[config.mk]
export PLATFORM = sky130hd
export DESIGN_NAME = motor_ramp_incremental_pid
export DESIGN_NICKNAME = d
export VERILOG_FILES = /design/src/sv/mrip_pkg.sv /design/src/sv/mrip_front.sv /design/src/sv/mrip_queue.sv /design/src/sv/mrip_back.sv /design/src/sv/motor_ramp_incremental_pid.sv
export SDC_FILE = /design/constraint.sdc
export NUM_CORES = 2
export LEC_CHECK = 0
export ABC_AREA = 1
export BUFFER_PORTS_ARGS = -buffer_cell sky130_fd_sc_hd__buf_2
export CAP_MARGIN = 20
export CORE_ASPECT_RATIO = 1.2
export CORE_UTILIZATION = 55
export CTS_BUF_LIST = sky130_fd_sc_hd__clkbuf_16
export CTS_CLUSTER_SIZE = 24
export DETAILED_ROUTE_END_ITERATION = 10
export PLACE_DENSITY_LB_ADDON = 0.08
export REMOVE_ABC_BUFFERS = 1
export SYNTH_ARGS = -nofsm -noshare
export SYNTH_HDL_FRONTEND = slang
export SYNTH_SLANG_ARGS = --single-unit
[constraint.sdc]
create_clock -name clk -period 14.1 [get_ports clk]
set_clock_uncertainty 0.05 [all_clocks]
set_input_delay 4.23 -clock clk [delete_from_list [all_inputs] [get_ports clk]]
set_output_delay 4.23 -clock clk [all_outputs]
set_load 0.03 [all_outputs]
[src/sv/mrip_pkg.sv]
`timescale 1ns / 1ps
// ----------------------------------------------------------------------------
// mrip_pkg
// Shared types and constants for the ramped incremental PID speed controller.
// ----------------------------------------------------------------------------
package mrip_pkg;

  localparam int CH_W       = 2;
  localparam int SPEED_W    = 16;
  localparam int GAIN_W     = 12;
  localparam int DRIVE_W    = 14;
  localparam int ERR_W      = 18;
  localparam int MAG_W      = 16;
  localparam int REG_IDX_W  = 3;
  localparam int CFG_DATA_W = 14;
  localparam int IN_TDATA_W  = 24;
  localparam int OUT_TDATA_W = 24;

  localparam int DEF_CHANNELS       = 4;
  localparam int DEF_GAIN_FRAC_BITS = 8;
  localparam int QUEUE_DEPTH        = 4;

  localparam logic OP_MEASURE = 1'b0;
  localparam logic OP_TARGET  = 1'b1;

  localparam logic [REG_IDX_W-1:0] REG_GAIN_P      = 3'd0;
  localparam logic [REG_IDX_W-1:0] REG_GAIN_I      = 3'd1;
  localparam logic [REG_IDX_W-1:0] REG_GAIN_D      = 3'd2;
  localparam logic [REG_IDX_W-1:0] REG_DRIVE_LIMIT = 3'd3;
  localparam logic [REG_IDX_W-1:0] REG_DEAD_ZONE   = 3'd4;
  localparam logic [REG_IDX_W-1:0] REG_SPEED_CEIL  = 3'd5;
  localparam logic [REG_IDX_W-1:0] REG_RAMP_STEP   = 3'd6;
  localparam logic [REG_IDX_W-1:0] REG_MIN_DRIVE   = 3'd7;

  localparam logic [GAIN_W-1:0]  RST_GAIN_P      = 12'd512;
  localparam logic [GAIN_W-1:0]  RST_GAIN_I      = 12'd38;
  localparam logic [GAIN_W-1:0]  RST_GAIN_D      = 12'd20;
  localparam logic [DRIVE_W-1:0] RST_DRIVE_LIMIT = 14'd9500;
  localparam logic [DRIVE_W-1:0] RST_DEAD_ZONE   = 14'd50;
  localparam logic [DRIVE_W-1:0] RST_SPEED_CEIL  = 14'd9500;
  localparam logic [DRIVE_W-1:0] RST_RAMP_STEP   = 14'd1000;
  localparam logic [DRIVE_W-1:0] RST_MIN_DRIVE   = 14'd100;

  typedef struct packed {
    logic [GAIN_W-1:0]  gain_p;
    logic [GAIN_W-1:0]  gain_i;
    logic [GAIN_W-1:0]  gain_d;
    logic [DRIVE_W-1:0] drive_limit;
    logic [DRIVE_W-1:0] error_dead_zone;
    logic [DRIVE_W-1:0] speed_ceiling;
    logic [DRIVE_W-1:0] ramp_step;
    logic [DRIVE_W-1:0] min_drive;
  } cfg_t;

  // ramped command waiting for the pid
  typedef struct packed {
    logic [CH_W-1:0]  ch;
    logic             fwd;
    logic [MAG_W-1:0] ramped_mag;
    logic [MAG_W-1:0] cur_mag;
  } cmd_t;

endpackage

[src/sv/mrip_front.sv]
`timescale 1ns / 1ps
// ----------------------------------------------------------------------------
// mrip_front
// Accepts transactions, stores measurements, clamps and ramps targets.
// ----------------------------------------------------------------------------
module mrip_front #(
  parameter int CHANNELS = mrip_pkg::DEF_CHANNELS
) (
  input  logic                        clk,
  input  logic                        rst,
  input  logic                        in_valid,
  output logic                        in_ready,
  input  logic                        in_op,
  input  logic [mrip_pkg::CH_W-1:0]   in_ch,
  input  logic [mrip_pkg::SPEED_W-1:0] in_speed,
  input  mrip_pkg::cfg_t              cfg,
  output logic                        push,
  output mrip_pkg::cmd_t              push_cmd,
  input  logic                        q_full
);
  import mrip_pkg::*;

  localparam int CH_IDX_W = (CHANNELS > 1) ? $clog2(CHANNELS) : 1;

  logic                      f1_valid;
  logic                      f1_op;
  logic [CH_W-1:0]           f1_ch;
  logic signed [SPEED_W-1:0] f1_sv;

  logic                      f2_valid;
  logic [CH_W-1:0]           f2_ch;
  logic signed [SPEED_W-1:0] f2_tgt;
  logic signed [SPEED_W-1:0] f2_cur;
  logic signed [SPEED_W:0]   f2_diff;

  logic signed [SPEED_W-1:0] measured [CHANNELS];

  logic                      ch_ok;
  logic                      f1_keep;
  logic                      f1_adv;
  logic                      f2_adv;
  logic [CH_IDX_W-1:0]       f1_idx;
  logic signed [SPEED_W:0]   sv_ext;
  logic signed [SPEED_W:0]   ceil_pos;
  logic signed [SPEED_W-1:0] tgt;
  logic signed [SPEED_W-1:0] cur;

  logic [SPEED_W:0]          adiff;
  logic [DRIVE_W-1:0]        step;
  logic signed [SPEED_W:0]   cur_ext;
  logic signed [SPEED_W:0]   ramped;
  logic [SPEED_W:0]          ramped_abs;
  logic [SPEED_W:0]          cur_abs;

  assign ch_ok   = int'(f1_ch) < CHANNELS;
  assign f1_keep = (f1_op == OP_TARGET) && ch_ok;
  assign f2_adv  = f2_valid && !q_full;
  assign f1_adv  = f1_valid && (!f1_keep || !f2_valid || f2_adv);
  assign in_ready = !f1_valid || f1_adv;
  assign f1_idx  = CH_IDX_W'(f1_ch);

  // target clamp
  always_comb begin
    sv_ext   = (SPEED_W+1)'(f1_sv);
    ceil_pos = $signed({3'b000, cfg.speed_ceiling});
    if (sv_ext > ceil_pos) begin
      tgt = SPEED_W'(ceil_pos);
    end else if (sv_ext < -ceil_pos) begin
      tgt = SPEED_W'(-ceil_pos);
    end else begin
      tgt = f1_sv;
    end
    cur = measured[f1_idx];
  end

  // ramp toward the target
  always_comb begin
    adiff   = f2_diff[SPEED_W] ? unsigned'(-f2_diff) : unsigned'(f2_diff);
    step    = (adiff < {2'b00, cfg.ramp_step, 1'b0}) ? (cfg.ramp_step >> 1) : cfg.ramp_step;
    cur_ext = (SPEED_W+1)'(f2_cur);
    if (adiff < {3'b000, step}) begin
      ramped = (SPEED_W+1)'(f2_tgt);
    end else if (f2_diff > 0) begin
      ramped = cur_ext + $signed({3'b000, step});
    end else begin
      ramped = cur_ext - $signed({3'b000, step});
    end
    ramped_abs = ramped[SPEED_W] ? unsigned'(-ramped) : unsigned'(ramped);
    cur_abs    = cur_ext[SPEED_W] ? unsigned'(-cur_ext) : unsigned'(cur_ext);
  end

  assign push                = f2_adv;
  assign push_cmd.ch         = f2_ch;
  assign push_cmd.fwd        = !ramped[SPEED_W];
  assign push_cmd.ramped_mag = ramped_abs[MAG_W-1:0];
  assign push_cmd.cur_mag    = cur_abs[MAG_W-1:0];

  always_ff @(posedge clk) begin
    if (rst) begin
      f1_valid <= 1'b0;
      f2_valid <= 1'b0;
      for (int i = 0; i < CHANNELS; i++) begin
        measured[i] <= '0;
      end
    end else begin
      if (in_ready) begin
        f1_valid <= in_valid;
      end
      if (f1_adv && f1_keep) begin
        f2_valid <= 1'b1;
      end else if (f2_adv) begin
        f2_valid <= 1'b0;
      end
      if (f1_adv && (f1_op == OP_MEASURE) && ch_ok) begin
        measured[f1_idx] <= f1_sv;
      end
    end
  end

  always_ff @(posedge clk) begin
    if (in_ready && in_valid) begin
      f1_op <= in_op;
      f1_ch <= in_ch;
      f1_sv <= in_speed;
    end
    if (f1_adv && f1_keep) begin
      f2_ch   <= f1_ch;
      f2_tgt  <= tgt;
      f2_cur  <= cur;
      f2_diff <= (SPEED_W+1)'(tgt) - (SPEED_W+1)'(cur);
    end
  end

endmodule

[src/sv/mrip_queue.sv]
`timescale 1ns / 1ps
// ----------------------------------------------------------------------------
// mrip_queue
// Small command queue between the ramp front end and the pid back end.
// ----------------------------------------------------------------------------
module mrip_queue (
  input  logic           clk,
  input  logic           rst,
  input  logic           push,
  input  mrip_pkg::cmd_t push_cmd,
  output logic           full,
  input  logic           pop,
  output mrip_pkg::cmd_t head,
  output logic           empty
);
  import mrip_pkg::*;

  localparam int PTR_W = $clog2(QUEUE_DEPTH);
  localparam int CNT_W = $clog2(QUEUE_DEPTH + 1);

  cmd_t             slots [QUEUE_DEPTH];
  logic [PTR_W-1:0] wr_ptr;
  logic [PTR_W-1:0] rd_ptr;
  logic [CNT_W-1:0] count;

  assign full  = count == CNT_W'(QUEUE_DEPTH);
  assign empty = count == '0;
  assign head  = slots[rd_ptr];

  always_ff @(posedge clk) begin
    if (rst) begin
      wr_ptr <= '0;
      rd_ptr <= '0;
      count  <= '0;
    end else begin
      if (push) begin
        wr_ptr <= wr_ptr + 1'b1;
      end
      if (pop) begin
        rd_ptr <= rd_ptr + 1'b1;
      end
      if (push && !pop) begin
        count <= count + 1'b1;
      end else if (pop && !push) begin
        count <= count - 1'b1;
      end
    end
  end

  always_ff @(posedge clk) begin
    if (push) begin
      slots[wr_ptr] <= push_cmd;
    end
  end

`ifndef SYNTHESIS
  a_no_overflow: assert property (@(posedge clk) disable iff (rst) push |-> !full)
    else $error("push into full queue");
  a_no_underflow: assert property (@(posedge clk) disable iff (rst) pop |-> !empty)
    else $error("pop from empty queue");
  a_count_range: assert property (@(posedge clk) disable iff (rst)
    count <= CNT_W'(QUEUE_DEPTH))
    else $error("queue count out of range");
`endif

endmodule

[src/sv/mrip_back.sv]
`timescale 1ns / 1ps
// ----------------------------------------------------------------------------
// mrip_back
// Incremental pid per channel: error, gain products, accumulate, clamp, pwm.
// ----------------------------------------------------------------------------
module mrip_back #(
  parameter int CHANNELS       = mrip_pkg::DEF_CHANNELS,
  parameter int GAIN_FRAC_BITS = mrip_pkg::DEF_GAIN_FRAC_BITS
) (
  input  logic                         clk,
  input  logic                         rst,
  input  mrip_pkg::cfg_t               cfg,
  input  mrip_pkg::cmd_t               head,
  input  logic                         empty,
  output logic                         pop,
  output logic                         out_valid,
  input  logic                         out_ready,
  output logic [mrip_pkg::CH_W-1:0]    out_ch,
  output logic [mrip_pkg::DRIVE_W-1:0] out_pwm,
  output logic                         out_fwd
);
  import mrip_pkg::*;

  localparam int CH_IDX_W = (CHANNELS > 1) ? $clog2(CHANNELS) : 1;
  localparam int DIFF_W   = ERR_W + 2;
  localparam int PROD_W   = GAIN_W + DIFF_W + 1;
  localparam int ACC_W    = DRIVE_W + GAIN_FRAC_BITS + 2;
  localparam int SUM_W    = ((ACC_W > PROD_W) ? ACC_W : PROD_W) + 3;

  logic signed [ERR_W-1:0]  last_err  [CHANNELS];
  logic signed [ERR_W-1:0]  prior_err [CHANNELS];
  logic signed [ACC_W-1:0]  accum     [CHANNELS];

  logic                     a_valid;
  logic [CH_W-1:0]          a_ch;
  logic                     a_fwd;
  logic                     a_dead;
  logic signed [PROD_W-1:0] a_prod_p;
  logic signed [PROD_W-1:0] a_prod_i;
  logic signed [PROD_W-1:0] a_prod_d;

  logic                     a_adv;
  logic [CH_IDX_W-1:0]      h_idx;
  logic [CH_IDX_W-1:0]      a_idx;
  logic signed [ERR_W-1:0]  err;
  logic [ERR_W-2:0]         err_abs;
  logic                     dead;
  logic signed [DIFF_W-1:0] err_ext;
  logic signed [DIFF_W-1:0] le_ext;
  logic signed [DIFF_W-1:0] pe_ext;
  logic signed [DIFF_W-1:0] d1;
  logic signed [DIFF_W-1:0] d2;

  logic signed [SUM_W-1:0]  sum;
  logic signed [SUM_W-1:0]  lim;
  logic signed [ACC_W-1:0]  acc_next;
  logic [DRIVE_W-1:0]       int_part;
  logic [DRIVE_W-1:0]       pwm;

  assign a_adv = a_valid && (!out_valid || out_ready);
  assign pop   = !empty && (!a_valid || a_adv);
  assign h_idx = CH_IDX_W'(head.ch);
  assign a_idx = CH_IDX_W'(a_ch);

  // error and differences
  always_comb begin
    err     = $signed({2'b00, head.ramped_mag}) - $signed({2'b00, head.cur_mag});
    err_abs = err[ERR_W-1] ? (ERR_W-1)'(-err) : err[ERR_W-2:0];
    dead    = err_abs < (ERR_W-1)'(cfg.error_dead_zone);
    err_ext = DIFF_W'(err);
    le_ext  = DIFF_W'(last_err[h_idx]);
    pe_ext  = DIFF_W'(prior_err[h_idx]);
    d1      = err_ext - le_ext;
    d2      = err_ext - (le_ext <<< 1) + pe_ext;
  end

  // accumulate and clamp
  always_comb begin
    sum = SUM_W'(accum[a_idx]) + SUM_W'(a_prod_p) + SUM_W'(a_prod_i) + SUM_W'(a_prod_d);
    lim = $signed(SUM_W'({cfg.drive_limit, {GAIN_FRAC_BITS{1'b0}}}));
    if (sum > lim) begin
      acc_next = ACC_W'(lim);
    end else if (sum < -lim) begin
      acc_next = ACC_W'(-lim);
    end else begin
      acc_next = ACC_W'(sum);
    end
    int_part = acc_next[GAIN_FRAC_BITS +: DRIVE_W];
    if (a_dead || acc_next[ACC_W-1] || (int_part < cfg.min_drive)) begin
      pwm = '0;
    end else begin
      pwm = int_part;
    end
  end

  always_ff @(posedge clk) begin
    if (rst) begin
      a_valid   <= 1'b0;
      out_valid <= 1'b0;
      for (int i = 0; i < CHANNELS; i++) begin
        last_err[i]  <= '0;
        prior_err[i] <= '0;
        accum[i]     <= '0;
      end
    end else begin
      if (pop) begin
        a_valid <= 1'b1;
      end else if (a_adv) begin
        a_valid <= 1'b0;
      end
      if (a_adv) begin
        out_valid <= 1'b1;
      end else if (out_ready) begin
        out_valid <= 1'b0;
      end
      if (pop && !dead) begin
        prior_err[h_idx] <= last_err[h_idx];
        last_err[h_idx]  <= err;
      end
      if (a_adv && !a_dead) begin
        accum[a_idx] <= acc_next;
      end
    end
  end

  always_ff @(posedge clk) begin
    if (pop) begin
      a_ch     <= head.ch;
      a_fwd    <= head.fwd;
      a_dead   <= dead;
      a_prod_p <= PROD_W'($signed({1'b0, cfg.gain_p})) * PROD_W'(d1);
      a_prod_i <= PROD_W'($signed({1'b0, cfg.gain_i})) * PROD_W'(err_ext);
      a_prod_d <= PROD_W'($signed({1'b0, cfg.gain_d})) * PROD_W'(d2);
    end
    if (a_adv) begin
      out_ch  <= a_ch;
      out_pwm <= pwm;
      out_fwd <= a_fwd;
    end
  end

`ifndef SYNTHESIS
  a_dead_zero: assert property (@(posedge clk) disable iff (rst)
    (a_adv && a_dead) |=> (out_pwm == '0))
    else $error("dead zone transaction gave nonzero drive");
  a_min_drive: assert property (@(posedge clk) disable iff (rst)
    (out_valid && (out_pwm != '0)) |-> (out_pwm >= cfg.min_drive))
    else $error("drive below minimum not forced to zero");
`endif

endmodule

[src/sv/motor_ramp_incremental_pid.sv]
`timescale 1ns / 1ps
// ----------------------------------------------------------------------------
// motor_ramp_incremental_pid
// Multi-channel motor speed controller: target ramp plus incremental pid.
// ----------------------------------------------------------------------------
// a target transaction passes the f1, f2, queue, a and output registers in order
// throughput: one transaction per cycle unless the output stalls, set by the per-channel
//   state being read and written in the same stage (errors at issue, accumulator at output)
// measurement transactions update state and give no result
// reset: registers to defaults, channel state cleared, pipeline emptied
module motor_ramp_incremental_pid #(
  parameter int CHANNELS       = mrip_pkg::DEF_CHANNELS,
  parameter int GAIN_FRAC_BITS = mrip_pkg::DEF_GAIN_FRAC_BITS
) (
  input  logic                              clk,
  input  logic                              rst,
  input  logic                              s_axis_tvalid,
  output logic                              s_axis_tready,
  input  logic [mrip_pkg::IN_TDATA_W-1:0]   s_axis_tdata,  // channel, speed_value
  input  logic                              s_axis_tuser,  // op
  output logic                              m_axis_tvalid,
  input  logic                              m_axis_tready,
  output logic [mrip_pkg::OUT_TDATA_W-1:0]  m_axis_tdata,  // out_channel, pwm_compare, forward
  input  logic                              cfg_we,
  input  logic [mrip_pkg::REG_IDX_W-1:0]    cfg_index,
  input  logic [mrip_pkg::CFG_DATA_W-1:0]   cfg_data
);
  import mrip_pkg::*;

  cfg_t             cfg;
  logic             push;
  cmd_t             push_cmd;
  logic             q_full;
  logic             pop;
  cmd_t             head;
  logic             q_empty;
  logic [CH_W-1:0]    out_ch;
  logic [DRIVE_W-1:0] out_pwm;
  logic               out_fwd;

  always_ff @(posedge clk) begin
    if (rst) begin
      cfg.gain_p          <= RST_GAIN_P;
      cfg.gain_i          <= RST_GAIN_I;
      cfg.gain_d          <= RST_GAIN_D;
      cfg.drive_limit     <= RST_DRIVE_LIMIT;
      cfg.error_dead_zone <= RST_DEAD_ZONE;
      cfg.speed_ceiling   <= RST_SPEED_CEIL;
      cfg.ramp_step       <= RST_RAMP_STEP;
      cfg.min_drive       <= RST_MIN_DRIVE;
    end else if (cfg_we) begin
      unique case (cfg_index)
        REG_GAIN_P:      cfg.gain_p          <= cfg_data[GAIN_W-1:0];
        REG_GAIN_I:      cfg.gain_i          <= cfg_data[GAIN_W-1:0];
        REG_GAIN_D:      cfg.gain_d          <= cfg_data[GAIN_W-1:0];
        REG_DRIVE_LIMIT: cfg.drive_limit     <= cfg_data;
        REG_DEAD_ZONE:   cfg.error_dead_zone <= cfg_data;
        REG_SPEED_CEIL:  cfg.speed_ceiling   <= cfg_data;
        REG_RAMP_STEP:   cfg.ramp_step       <= cfg_data;
        REG_MIN_DRIVE:   cfg.min_drive       <= cfg_data;
        default: begin
        end
      endcase
    end
  end

  mrip_front #(
    .CHANNELS(CHANNELS)
  ) u_front (
    .clk      (clk),
    .rst      (rst),
    .in_valid (s_axis_tvalid),
    .in_ready (s_axis_tready),
    .in_op    (s_axis_tuser),
    .in_ch    (s_axis_tdata[CH_W-1:0]),
    .in_speed (s_axis_tdata[CH_W +: SPEED_W]),
    .cfg      (cfg),
    .push     (push),
    .push_cmd (push_cmd),
    .q_full   (q_full)
  );

  mrip_queue u_queue (
    .clk      (clk),
    .rst      (rst),
    .push     (push),
    .push_cmd (push_cmd),
    .full     (q_full),
    .pop      (pop),
    .head     (head),
    .empty    (q_empty)
  );

  mrip_back #(
    .CHANNELS       (CHANNELS),
    .GAIN_FRAC_BITS (GAIN_FRAC_BITS)
  ) u_back (
    .clk       (clk),
    .rst       (rst),
    .cfg       (cfg),
    .head      (head),
    .empty     (q_empty),
    .pop       (pop),
    .out_valid (m_axis_tvalid),
    .out_ready (m_axis_tready),
    .out_ch    (out_ch),
    .out_pwm   (out_pwm),
    .out_fwd   (out_fwd)
  );

  assign m_axis_tdata = OUT_TDATA_W'({out_fwd, out_pwm, out_ch});

endmodule

# Word-level counts from Yosys, hierarchy flattened
# Memory sizes are Yosys's and may differ from the RTL's. A register that Yosys moved wholly into a read port is not among the register bits.
# Cells that the tools add are included.
[word_totals]
ff_bits = 304
ram_bits = 444
input_bits = 47
word_cells = 173
memories = 5
[mem_list]
columns = ["name", "depth", "width", "read_ports", "rd_clocked_by_memory_dff", "write_ports", "line", "text"]
rows = [
  ["u_queue.slots", 4, 35, 1, 1, 1, "mrip_queue.sv:21", "cmd_t slots [QUEUE_DEPTH];"],
  ["u_back.accum", 4, 24, 1, 1, 4, "mrip_back.sv:32", "logic signed [ACC_W-1:0] accum [CHANNELS];"],
  ["u_back.last_err", 4, 18, 1, 0, 4, "mrip_back.sv:30", "logic signed [ERR_W-1:0] last_err [CHANNELS];"],
  ["u_back.prior_err", 4, 18, 1, 0, 4, "mrip_back.sv:31", "logic signed [ERR_W-1:0] prior_err [CHANNELS];"],
  ["u_front.measured", 4, 16, 1, 1, 4, "mrip_front.sv:36", "logic signed [SPEED_W-1:0] measured [CHANNELS];"],
]
[op_classes]
n_addsub = 20
multipliers = 3
magnitude_cmp = 9
eq_ne = 8
muxes = 48
bitwise = 1
n_reduce_logical = 48
[op_table]
columns = ["cell", "n"]
rows = [
  ["$mux 16", 5],
  ["$mux 24", 3],
  ["$mux 17", 4],
  ["$add 36x33->36", 1],
  ["$gt 36x23->1", 1],
  ["$lt 36x36->1", 1],
  ["$mux 18", 2],
  ["$neg 22->36", 1],
  ["$reduce_or 18->1", 2],
  ["$add 34x30->35", 1],
  ["$add 24x33->34", 1],
  ["$lt 17x14->1", 2],
  ["$neg 17->17", 2],
  ["$sub 16x16->17", 2],
  ["$mul 13x20->33", 1],
  ["$mul 13x19->32", 1],
  ["$neg 16->16", 2],
  ["$mul 13x17->30", 1],
  ["$reduce_or 24->1", 1],
  ["$mux 1", 23],
  ["$add 20x18->20", 1],
  ["$sub 17x19->20", 1],
  ["$sub 17x18->19", 1],
  ["$add 16x15->17", 1],
  ["24 further kinds", 76],
]

# Longest topological paths before layout
[logic_depth]
word_depth = 11
ltp_mapped = 69
depth_no_buf = 65

# Modules after synthesis
# A second synthesis with hierarchy kept.
[unflattened]
cells_unflattened = 7571
area_unflattened_um2 = 66480.0
[by_module_without_submodules]
columns = ["module", "instances", "cells_each", "area_each_um2"]
rows = [
  ["mrip_back", 1, 5286, 46181.8],
  ["mrip_front", 1, 1301, 10536.4],
  ["mrip_queue", 1, 396, 5622.9],
  ["motor_ramp_incremental_pid", 1, 588, 4139.0],
]

# Worst setup path after synthesis
# OpenSTA, ideal clock, no wires.
[synth_path]
path_kind = "register -> register"
startpoint = "register with a tool-made name"
endpoint = "register u_back.a_prod_d[31], data pin"
setup_time_ps = 265
t_arrival_ps = 10168
required_ps = 13785
setup_slack_ps = 3617
stages_incl_launch_ff = 52
n_path_buf = 5
synth_period_minus_slack_ps = 10483
path_cell_list = "dfxtp_1 -> clkbuf_1 -> inv_1 -> clkbuf_1 -> clkbuf_1 -> nor2_1 -> o22ai_1 -> ha_1 -> inv_1 -> fa_1 -> nand3_1 -> nand3_1 -> a21oi_1 -> o21bai_1 -> or2_2 -> nand2_1 -> clkbuf_1 -> fa_1 -> [16 not listed] -> clkbuf_1 -> nor2_1 -> inv_1 -> fa_1 -> inv_1 -> fa_1 -> inv_1 -> fa_1 -> fa_1 -> fa_1 -> inv_1 -> ha_1 -> a21oi_1 -> a21boi_0 -> o21ai_0 -> a21boi_0 -> o21ai_0 -> xor2_1"
[synth_lines]
columns = ["item", "line", "text"]
rows = [
  ["to (signal assigned)", "mrip_back.sv:133", "a_prod_d <= PROD_W'($signed({1'b0, cfg.gain_d})) * PROD_W'(d2);"],
  ["to (decl)", "mrip_back.sv:40", "logic signed [PROD_W-1:0] a_prod_d;"],
]

==> run metrics <==
gpl congestion=0.946; critical path peak fanout=between 40 and 50; grt total ovfl=0; layout cells sized above 1=4.95%; DR vias/cell=5.55; DP HPWL=149000 µm; Max transition margin=23.1%; CTS H-tree depth=3; Post-Route Setup TNS=0 ns; Die Y=384 µm; hold_buf cts=0; post-route clock period utilization=between 80% and 90%; total clock buffers created by CTS=80; CP max stage delay=0.67 ns; Yosys cell types=69; post-synthesis sequential area ratio=31.6%; die area=123000 µm²; vias in the first global route=slightly above 50000; Most common cell on crit path=nand2_1; ys flop type=edfxtp_1; status=finished, final reports clean; crit start category=register; port buffer count=59; Slew Viols, Final=0; Synth Register Bits=745; detailed-route DRC error count=0; Clock Tree Root=clkbuf_16; RSZ-0062 raised after global routing=false; initial antenna violation count=15; Least-Margin Pin Slew=about 1.1 ns; first-pass GRT wire length=291000 µm; Mean Syn Cell Area=8.68 µm²; drt pass-1 iters=8; Tot GR Track Use=a little under a third; largest net degree at the start of global routing=74; Post-synth EDFFs=622; HP Class=register to register; Clock transition at path regs=0.06 ns; routed vias=slightly above 50000; DRT iter0 DRCs=3976; PostCTS Resize Cnt=0; CP Class=register to register; clk_lat worst skew=0.74 ns; FF-to-FF setup slack=2.19 ns; clock sinks=745; CTS max path bufs=3; Req. time, crit path=14.46 ns; post-CTS setup buffers=0; Hold Vio Cnt, Final=0; IO Pins=73; Maximum Capacitance Violations=0; Crit. End Element=register; Tmin final=11.91 ns; Total Wirelength=192000 µm; # rows=139; remaining antenna violation count=0; Core Area=120000 µm²; post-detailed-route wirelength per cell=slightly above 20 µm; Fmax=approximately 0.084 GHz; asr flop ratio synth=0%; area growth from synthesis to layout=7.28%; Initial Util=a little under three fifths; yosys warns=0; slowest CP cell=fa_1; final setup violating endpoints=0; CTS tree=yes; Gate Count Post-Synth=just under 8000; Worst EP arrival=12.27 ns; nets=between 8000 and 9000; chip width=320 µm; synthesized area=~67000 µm²
## area by class of cell
| type | instances | area [µm²] |
|---|---|---|
| Inverter | 1430 | 5380 |
| Fill cell | 10600 | 48300 |
| Clock buffer | 80 | 2000 |
| Multi-Input combinational cell | 5287 | 39400 |
| Antenna cell | 14 | 35.0 |
| Sequential cell | 745 | 21100 |
| Timing Repair Buffer | 143 | 947 |
| Clock inverter | 69 | 843 |
| Tap cell | 1551 | 1940 |
## cell usage after synthesis (11+ instances only)
master	count	area, µm²
nand3_1	194	971
a21boi_0	13	97.6
clkinv_1	18	67.6
inv_1	1398	5250
a32o_1	22	220
clkbuf_1	193	724
o31ai_1	11	82.6
inv_2	13	48.8
nand3b_1	22	165
a31oi_1	28	175
o21ai_0	323	1620
a21oi_1	407	2040
and2_1	11	68.8
nor3_1	52	260
edfxtp_1	622	18700
a32oi_1	20	175
o211ai_1	50	375
buf_1	12	45.0
o22ai_1	38	238
o21bai_1	15	113
xnor2_1	68	596
buf_4	13	97.6
xor2_1	190	1660
nand2_2	19	119
nand4_1	38	238
nand2_1	1441	5410
dfxtp_1	123	2460
ha_1	503	6290
nor2_1	997	3740
fa_1	670	13400
or2_2	37	231
a21o_1	13	97.6
a211oi_1	11	82.6
buf_2	16	80.1
## state kept, by name (all words and copies together) (netlist names), 16 cells and up, named ones only
register	cells
u_back.accum	96
u_back.a_prod_d	33
u_front.measured	64
u_front.f2_tgt	16
cfg	106
u_front.f2_cur	16
u_front.f2_diff	17
u_back.prior_err	68
u_back.a_prod_i	30
u_front.f1_sv	16
u_back.a_prod_p	32
u_back.last_err	68
u_queue.slots	140
## metrics by stage
step,hold slack (ns),std cells,utilization [%],worst slack (ns),area [µm²]
floorplan,0.350,7462,-,0.559,65800
CTS,0.416,9302,59.7,2.09,71600
global placement,0.401,9152,57.3,2.31,68700
finish,0.415,9319,59.7,2.19,71700
detailed placement,0.405,9153,57.3,2.20,68800
global route,0.433,9307,59.7,1.18,71700
## routing by layer
metal  global-route usage, %  vias up  wire, µm
met5                       0        -        27
met4                    20.1        4     13200
met3                    3.63      452     11200
met2                    54.8     1696     95400
met1                    37.2    25200     72100
li1                        -    24400         -
## critical path: cells and delay by family (launching register included)
| family | cells | cell delay, ns |
|---|---|---|
| AOI/OAI and AO/OA | 11 | 2.69 |
| xor gates and xnor gates | 1 | 0.19 |
| DFF | 1 | 0.32 |
| buffers and inverters | 11 | 2.34 |
| adders and majority gates | 8 | 4.07 |
| and+or+nand+nor | 14 | 1.84 |
## layout by cell type, fill, tap and decap left out, types with 122 or more instances in the layout
master       n
nand2_1   1440
a21oi_1    407
inv_1     1412
nor2_1     991
nand3_1    194
edfxtp_1   622
ha_1       503
xor2_1     190
dfxtp_1    122
fa_1       670
o21ai_0    322
## kinds of logic after synthesis
| logic type | after synthesis | share of synthesized area (%) |
|---|---|---|
| AND/OR/NAND/NOR | 2847 | 17.3 |
| buffers and inverters | 1670 | 9.57 |
| adder cells (fa/ha/maj) | 1173 | 29.5 |
| AO/OA/AOI/OAI | 996 | 8.51 |
| flip-flops | 745 | 31.6 |
| XOR/XNOR | 264 | 3.53 |
| other | 1 | 0.00561 |
## worst paths after layout
| kind | end | depth (start not counted) | from |
|---|---|---|---|
| max | u_back.a_prod_d[31]$_DFFE_PP_ | 45 | register |
| min | cfg[10]$_SDFFE_PP0P_ | 2 | cfg[10]$_SDFFE_PP0P_ |
| max reg2reg | u_back.a_prod_d[31]$_DFFE_PP_ | 45 | register |
| min reg2reg | cfg[10]$_SDFFE_PP0P_ | 2 | cfg[10]$_SDFFE_PP0P_ |
Power is not shown: default switching activity piles up to over one toggle a cycle in this logic, so the estimate is an artifact.
